==> src/sv/spq_pkg.sv <==
// types and codes shared by the sorted priority queue cells and top level
// no dependencies

package spq_pkg;

  localparam int KEY_W  = 32;
  localparam int PAY_W  = 32;
  localparam int CNT_OUT_W = 5;

  // request kinds carried in s_tuser
  localparam logic REQ_INSERT = 1'b0;
  localparam logic REQ_DELETE = 1'b1;

  typedef enum logic [1:0] {
    STAT_OK    = 2'd0,
    STAT_FULL  = 2'd1,
    STAT_EMPTY = 2'd2
  } status_t;

  typedef struct packed {
    logic signed [KEY_W-1:0] key;
    logic        [PAY_W-1:0] payload;
  } entry_t;

  // broadcast to every cell in the row
  typedef struct packed {
    logic ins;
    logic del;
  } cell_ctl_t;

endpackage

==> src/sv/sorted_priority_queue.sv <==
// result: a result word is registered and appears in the cycle after its request word is taken
// throughput: one request per cycle while the output register is free; every cell of the row
//   compares against the new key and updates in the same cycle, so no request waits on another
// reset: clears the entry count and the output valid flag; result fields and cells are left as is
// stalls: s_tready follows the output register, which frees when m_tready is high

module sorted_priority_queue #(
  parameter int DEPTH = 16
) (
  input  logic        clk,
  input  logic        rst,
  input  logic        s_tvalid,
  output logic        s_tready,
  input  logic [63:0] s_tdata,   // new_key[31:0], new_payload[63:32]
  input  logic        s_tuser,   // req_type
  output logic        m_tvalid,
  input  logic        m_tready,
  output logic [71:0] m_tdata,   // out_key[31:0], out_payload[63:32], entry_count[68:64]
  output logic [1:0]  m_tuser    // status
);
  import spq_pkg::*;

  localparam int CNT_W = $clog2(DEPTH + 1);

  logic [CNT_W-1:0] count;
  logic [CNT_W-1:0] count_next;

  logic               accept;
  logic               full;
  logic               empty;
  cell_ctl_t          ctl;
  entry_t             new_entry;
  logic [DEPTH-1:0]   occ;
  logic [DEPTH-1:0]   keep;
  entry_t             cells [DEPTH];
  status_t            status_next;

  logic                    out_valid;
  status_t                 out_status;
  logic signed [KEY_W-1:0] out_key;
  logic [PAY_W-1:0]        out_payload;
  logic [CNT_OUT_W-1:0]    out_count;

  assign s_tready = !out_valid || m_tready;
  assign accept   = s_tvalid && s_tready;
  assign full     = (count == CNT_W'(DEPTH));
  assign empty    = (count == '0);

  assign new_entry.key     = $signed(s_tdata[31:0]);
  assign new_entry.payload = s_tdata[63:32];

  assign ctl.ins = accept && (s_tuser == REQ_INSERT) && !full;
  assign ctl.del = accept && (s_tuser == REQ_DELETE) && !empty;

  genvar i;
  generate
    for (i = 0; i < DEPTH; i++) begin : g_cell
      assign occ[i] = (CNT_W'(i) < count);
      if (i == 0) begin : g_head
        spq_cell u_cell (
          .clk         (clk),
          .ctl         (ctl),
          .new_entry   (new_entry),
          .occupied    (occ[i]),
          .left_keep   (1'b1),
          .left_entry  (new_entry),
          .right_entry (cells[i+1]),
          .keep        (keep[i]),
          .entry       (cells[i])
        );
      end else if (i == DEPTH - 1) begin : g_tail
        spq_cell u_cell (
          .clk         (clk),
          .ctl         (ctl),
          .new_entry   (new_entry),
          .occupied    (occ[i]),
          .left_keep   (keep[i-1]),
          .left_entry  (cells[i-1]),
          .right_entry (new_entry),
          .keep        (keep[i]),
          .entry       (cells[i])
        );
      end else begin : g_mid
        spq_cell u_cell (
          .clk         (clk),
          .ctl         (ctl),
          .new_entry   (new_entry),
          .occupied    (occ[i]),
          .left_keep   (keep[i-1]),
          .left_entry  (cells[i-1]),
          .right_entry (cells[i+1]),
          .keep        (keep[i]),
          .entry       (cells[i])
        );
      end
    end
  endgenerate

  always_comb begin
    count_next = count;
    if (ctl.ins) begin
      count_next = count + CNT_W'(1);
    end else if (ctl.del) begin
      count_next = count - CNT_W'(1);
    end
  end

  always_comb begin
    status_next = STAT_OK;
    if (s_tuser == REQ_INSERT && full) begin
      status_next = STAT_FULL;
    end else if (s_tuser == REQ_DELETE && empty) begin
      status_next = STAT_EMPTY;
    end
  end

  always_ff @(posedge clk) begin
    if (rst) begin
      count     <= '0;
      out_valid <= 1'b0;
    end else begin
      count <= count_next;
      if (accept) begin
        out_valid <= 1'b1;
      end else if (m_tready) begin
        out_valid <= 1'b0;
      end
    end
  end

  // result payload, no reset needed
  always_ff @(posedge clk) begin
    if (accept) begin
      out_status  <= status_next;
      out_key     <= ctl.del ? cells[0].key : '0;
      out_payload <= ctl.del ? cells[0].payload : '0;
      out_count   <= CNT_OUT_W'(count_next);
    end
  end

  assign m_tvalid = out_valid;
  assign m_tuser  = out_status;
  assign m_tdata  = {3'b000, out_count, out_payload, out_key};

  a_count_bound: assert property (@(posedge clk) disable iff (rst)
    count <= CNT_W'(DEPTH))
    else $error("entry count above depth");

  a_full_refused: assert property (@(posedge clk) disable iff (rst)
    accept && s_tuser == REQ_INSERT && full |=> m_tuser == STAT_FULL && $stable(count))
    else $error("insert on full queue not refused");

  a_empty_refused: assert property (@(posedge clk) disable iff (rst)
    accept && s_tuser == REQ_DELETE && empty |=> m_tuser == STAT_EMPTY && count == '0)
    else $error("delete on empty queue not refused");

  a_delete_count: assert property (@(posedge clk) disable iff (rst)
    ctl.del |=> count == $past(count) - CNT_W'(1))
    else $error("delete did not lower the count");

  a_ctl_excl: assert property (@(posedge clk) disable iff (rst)
    !(ctl.ins && ctl.del))
    else $error("insert and delete at once");

endmodule

==> src/sv/spq_cell.sv <==
// one slot of the sorted register row: holds an entry, decides keep/take/shift
// depends on spq_pkg

module spq_cell (
  input  logic              clk,
  input  spq_pkg::cell_ctl_t ctl,
  input  spq_pkg::entry_t   new_entry,
  input  logic              occupied,
  input  logic              left_keep,
  input  spq_pkg::entry_t   left_entry,
  input  spq_pkg::entry_t   right_entry,
  output logic              keep,
  output spq_pkg::entry_t   entry
);
  import spq_pkg::*;

  entry_t entry_next;

  // on an insert, a slot stays put when it holds a key strictly below the new one
  assign keep = occupied && (entry.key < new_entry.key);

  always_comb begin
    entry_next = entry;
    if (ctl.del) begin
      entry_next = right_entry;
    end else if (ctl.ins && !keep) begin
      // first slot that does not keep takes the new word, the rest shift up
      if (left_keep) begin
        entry_next = new_entry;
      end else begin
        entry_next = left_entry;
      end
    end
  end

  always_ff @(posedge clk) begin
    entry <= entry_next;
  end

endmodule
==> config.mk <==
export PLATFORM = sky130hd
export DESIGN_NAME = sorted_priority_queue
export DESIGN_NICKNAME = d
export VERILOG_FILES = /design/src/sv/spq_pkg.sv /design/src/sv/sorted_priority_queue.sv /design/src/sv/spq_cell.sv
export SDC_FILE = /design/constraint.sdc
export NUM_CORES = 2
export LEC_CHECK = 0
export ABC_CLOCK_PERIOD_IN_PS = 10000
export BUFFER_PORTS_ARGS = -buffer_cell sky130_fd_sc_hd__buf_4
export CORE_MARGIN = 2
export CORE_UTILIZATION = 64
export DETAILED_ROUTE_END_ITERATION = 6
export HOLD_SLACK_MARGIN = 0.12
export PLACE_DENSITY = 0.81
export SETUP_SLACK_MARGIN = 0.5
export SYNTH_ARGS = -nofsm -noshare
export SYNTH_HDL_FRONTEND = slang
export SYNTH_HIERARCHICAL = 1
export SYNTH_SLANG_ARGS = --single-unit
==> constraint.sdc <==
create_clock -name clk -period 10 [get_ports clk]
set_clock_uncertainty 0.15 [all_clocks]
set_input_delay 1 -clock clk [delete_from_list [all_inputs] [get_ports clk]]
set_output_delay 1 -clock clk [all_outputs]
set_load 0.01 [all_outputs]
==> flow_metrics.py <==
metrics = {
    "clock_tree": {
        "cts_resized": 0,
        "cts.reportedPaths.clkPinSlew_ps": 70,
        "worstSkewPairLatency_ps": 730,
        "ctsLongestPathBuffers": 3,
        "cts.root.buffer_cell": "clkbuf_16",
        "cts_sinks": 1101,
        "post_cts.repair.setup_buffers": 0,
        "cts_inserted_buffers": 115,
        "hold_buffers": 0,
        "ctsHtreeMaxLevel": 3,
        "tritoncts": "built",
    },
    "status": {
        "violations": "design-rule violations",
        "run_status": "finished, violations left",
    },
    "global_route": {
        "pin_count_of_the_biggest_net_entering_global_routing": 336,
        "grt_pass1_wl_um": 262800,
        "grt_resource_usage_total_pct": 30.15,
        "grt_pass1_vias": 48658,
        "grt_antenna_before_repair": 0,
        "grt.overflow.total": 0,
    },
    "pwr": {
        "sw_frac_of_total_pct": 31.49,
        "intPower_w": 0.01002,
        "p_switching_w": 0.004604,
        "power_leakage_nw": 26.27,
        "p_per_area_mw_per_mm2": 197.6,
        "combinational_power_share_pct": 24.1,
        "p_clk_share_pct": 29.9,
        "portion_of_total_power_attributed_to_sequential_cells_pct": 46.0,
        "vdd_drop_max_mv": 0.1654,
    },
    "timing": {
        "report.final.slew_viol_count": 0,
        "finalWorstSetupSlack_ps": 4389,
        "setup_viol": 0,
        "timing.final.crit_period_ps": 5611,
        "hold_violations": 0,
        "worst-slew-pin-transition_ps": 1203,
        "finalHoldWorstSlack_ps": 371.7,
        "fmaxAchievable_mhz": 178.2,
        "layout_worst_path_cycle_share_pct": 56.11,
        "rsz0062_at_grt": "false",
        "maxSlewHeadroom_pct": 19.78,
        "tns_ps": 0,
    },
    "final_layout": {
        "multi_input_gate_area_in_the_final_layout_mm2": 0.03195,
        "final_nets": 7089,
        "flow.area_growth_from_synthesis_pct": 8.718,
        "diodes": 0,
        "drive_above_1_share_pct": 6.768,
        "fillers": 7618,
        "seqCellArea_mm2": 0.03300,
    },
    "setup_path": {
        "critical_path_arrival_ps": 5890,
        "worst_setup_path_start_kind": "register",
        "timing.critical_path.required_ps": 10280,
        "worstPathMaxFanout": 278,
        "setup.worst_path.end_class": "register",
        "critical_path_class": "register to register",
    },
    "die": {
        "placementRows": 119,
        "floorplan.die_area_mm2": 0.1090,
        "io_pins": 145,
        "die_width_um": 330.1,
        "core_area_mm2": 0.1054,
        "floorplan.die.height_um": 330.1,
        "start_util_pct": 64.56,
    },
    "placed_design": {
        "detailed_place_hpwl_um": 107300,
        "numPortBuffers": 141,
        "dp_slack_ps": 4452,
        "routabilityCongestion": 0.8627,
    },
    "detailed_routing": {
        "detail-route-antenna-nets": 0,
        "drt-total-wl_um": 167000,
        "via_per_inst": 6.241,
        "firstDrtPassIters": 7,
        "route.detailed.drc": 12,
        "routedWlPerCell_um": 20.85,
        "drt_first_iter_violations": 5480,
        "via_count": 49992,
    },
    "logic_synthesis": {
        "postSynthAreaPerCell_um2": 10.40,
        "instance_count_of_the_mapped_netlist": 6542,
        "mappedNetlistArea_mm2": 0.06805,
        "synth_warnings": 6,
    },
    "min_path": {
        "hold_class": "input port to register",
    },
    "job": {
        "cap_violations": 0,
    },
}
==> cells in the final DEF (no fill, tap or decap), types with 7 or more instances in the layout <==
cell and count:
nand2_4 13, ha_1 500, edfxtp_1 1095, nand2b_1 30, inv_1 503, bufinv_16 12, mux2i_1 1025, mux2i_4 15
a311oi_4 16, nor2_1 107, nand3b_1 16, o211ai_1 18, clkinv_2 22, nand2_1 1158, a211oi_1 32, a31oi_1 16
nand3_1 34, nand4_1 88, clkinvlp_4 7, o41ai_2 13, a21oi_1 207, a221oi_1 14, clkinv_1 24, o21ai_0 1093
a21o_1 18, buf_4 207, nor3_1 19, a211o_1 16, and2_1 64, clkbuf_1 27, clkbuf_16 117, nor4_1 14
o311a_1 13
==> registers in the layout (all words and copies together), names as in the netlist <==
signal                      flops
out_count                       5
count                           5
out_key                        32
g_cell.g_head.u_cell/entry     64
g_cell.g_mid.u_cell/entry     896
g_cell.g_tail.u_cell/entry     64
m_tvalid                        1
m_tuser                         2
out_payload                    32
==> through the flow <==
step           power (W)  utilization [%]  std cells  cell area [µm²]
2_1_floorplan   0.009133                -       6544            68060
3_3_place_gp     0.01002            66.61       7794            70220
3_5_place_dp     0.01026            66.61       7794            70220
4_1_cts          0.01463            70.19       8010            73990
5_1_grt          0.01529            70.19       8010            73990
6_report         0.01462            70.19       8010            73990
==> final timing paths <==
check | depth (start not counted) | from | slack (ps) | to
worst min-delay path | 2 | rst | 370 | m_tvalid$_SDFFE_PP0P_
worst max-delay path | 8 | count[0]$_SDFF_PP0_ | 4390 | g_cell[9].g_mid.u_cell/entry[29]$_DFFE_PP_
worst min register to register | 2 | g_cell[15].g_tail.u_cell/entry[2]$_DFFE_PP_ | 380 | g_cell[14].g_mid.u_cell/entry[2]$_DFFE_PP_
worst max register to register | 8 | count[0]$_SDFF_PP0_ | 4390 | g_cell[9].g_mid.u_cell/entry[29]$_DFFE_PP_
==> layout make-up <==
| type | count | area share, % |
|---|---|---|
| clock inverters | 71 | 0.9842 |
| well taps | 1391 | 2.352 |
| multi-input cells | 4588 | 43.19 |
| repair buffers | 211 | 2.209 |
| inverters | 503 | 2.552 |
| flip-flops and latches | 1101 | 44.60 |
| clock buffers | 145 | 4.113 |
==> power groups by stage <==
stage,Combinational [W],Sequential (W),Clock [W]
after floorplan,0.00245,0.00668,0
after global placement,0.00326,0.00677,0
after detailed placement,0.00346,0.00680,0
after CTS,0.00349,0.00672,0.00442
after global routing,0.00389,0.00681,0.00458
final,0.00352,0.00673,0.00437
==> layer usage <==
metal  routed length (µm)  share of wire [%]  GRT usage (%)
met1                69410                 42          40.98
met2                79080                 47          49.16
met5                    0                  0              0
met3                12910                7.7          4.366
met4                 5626                3.4          11.71
==> critical path, cell delays in order, from the launching register on <==
cell	delay (ps)
dfxtp_1	700
inv_1	320
ha_1	360
a211oi_4	490
buf_4	500
buf_12	620
buf_4	840
buf_4	690
o21ai_0	240
(Power assumes the default switching activity.)
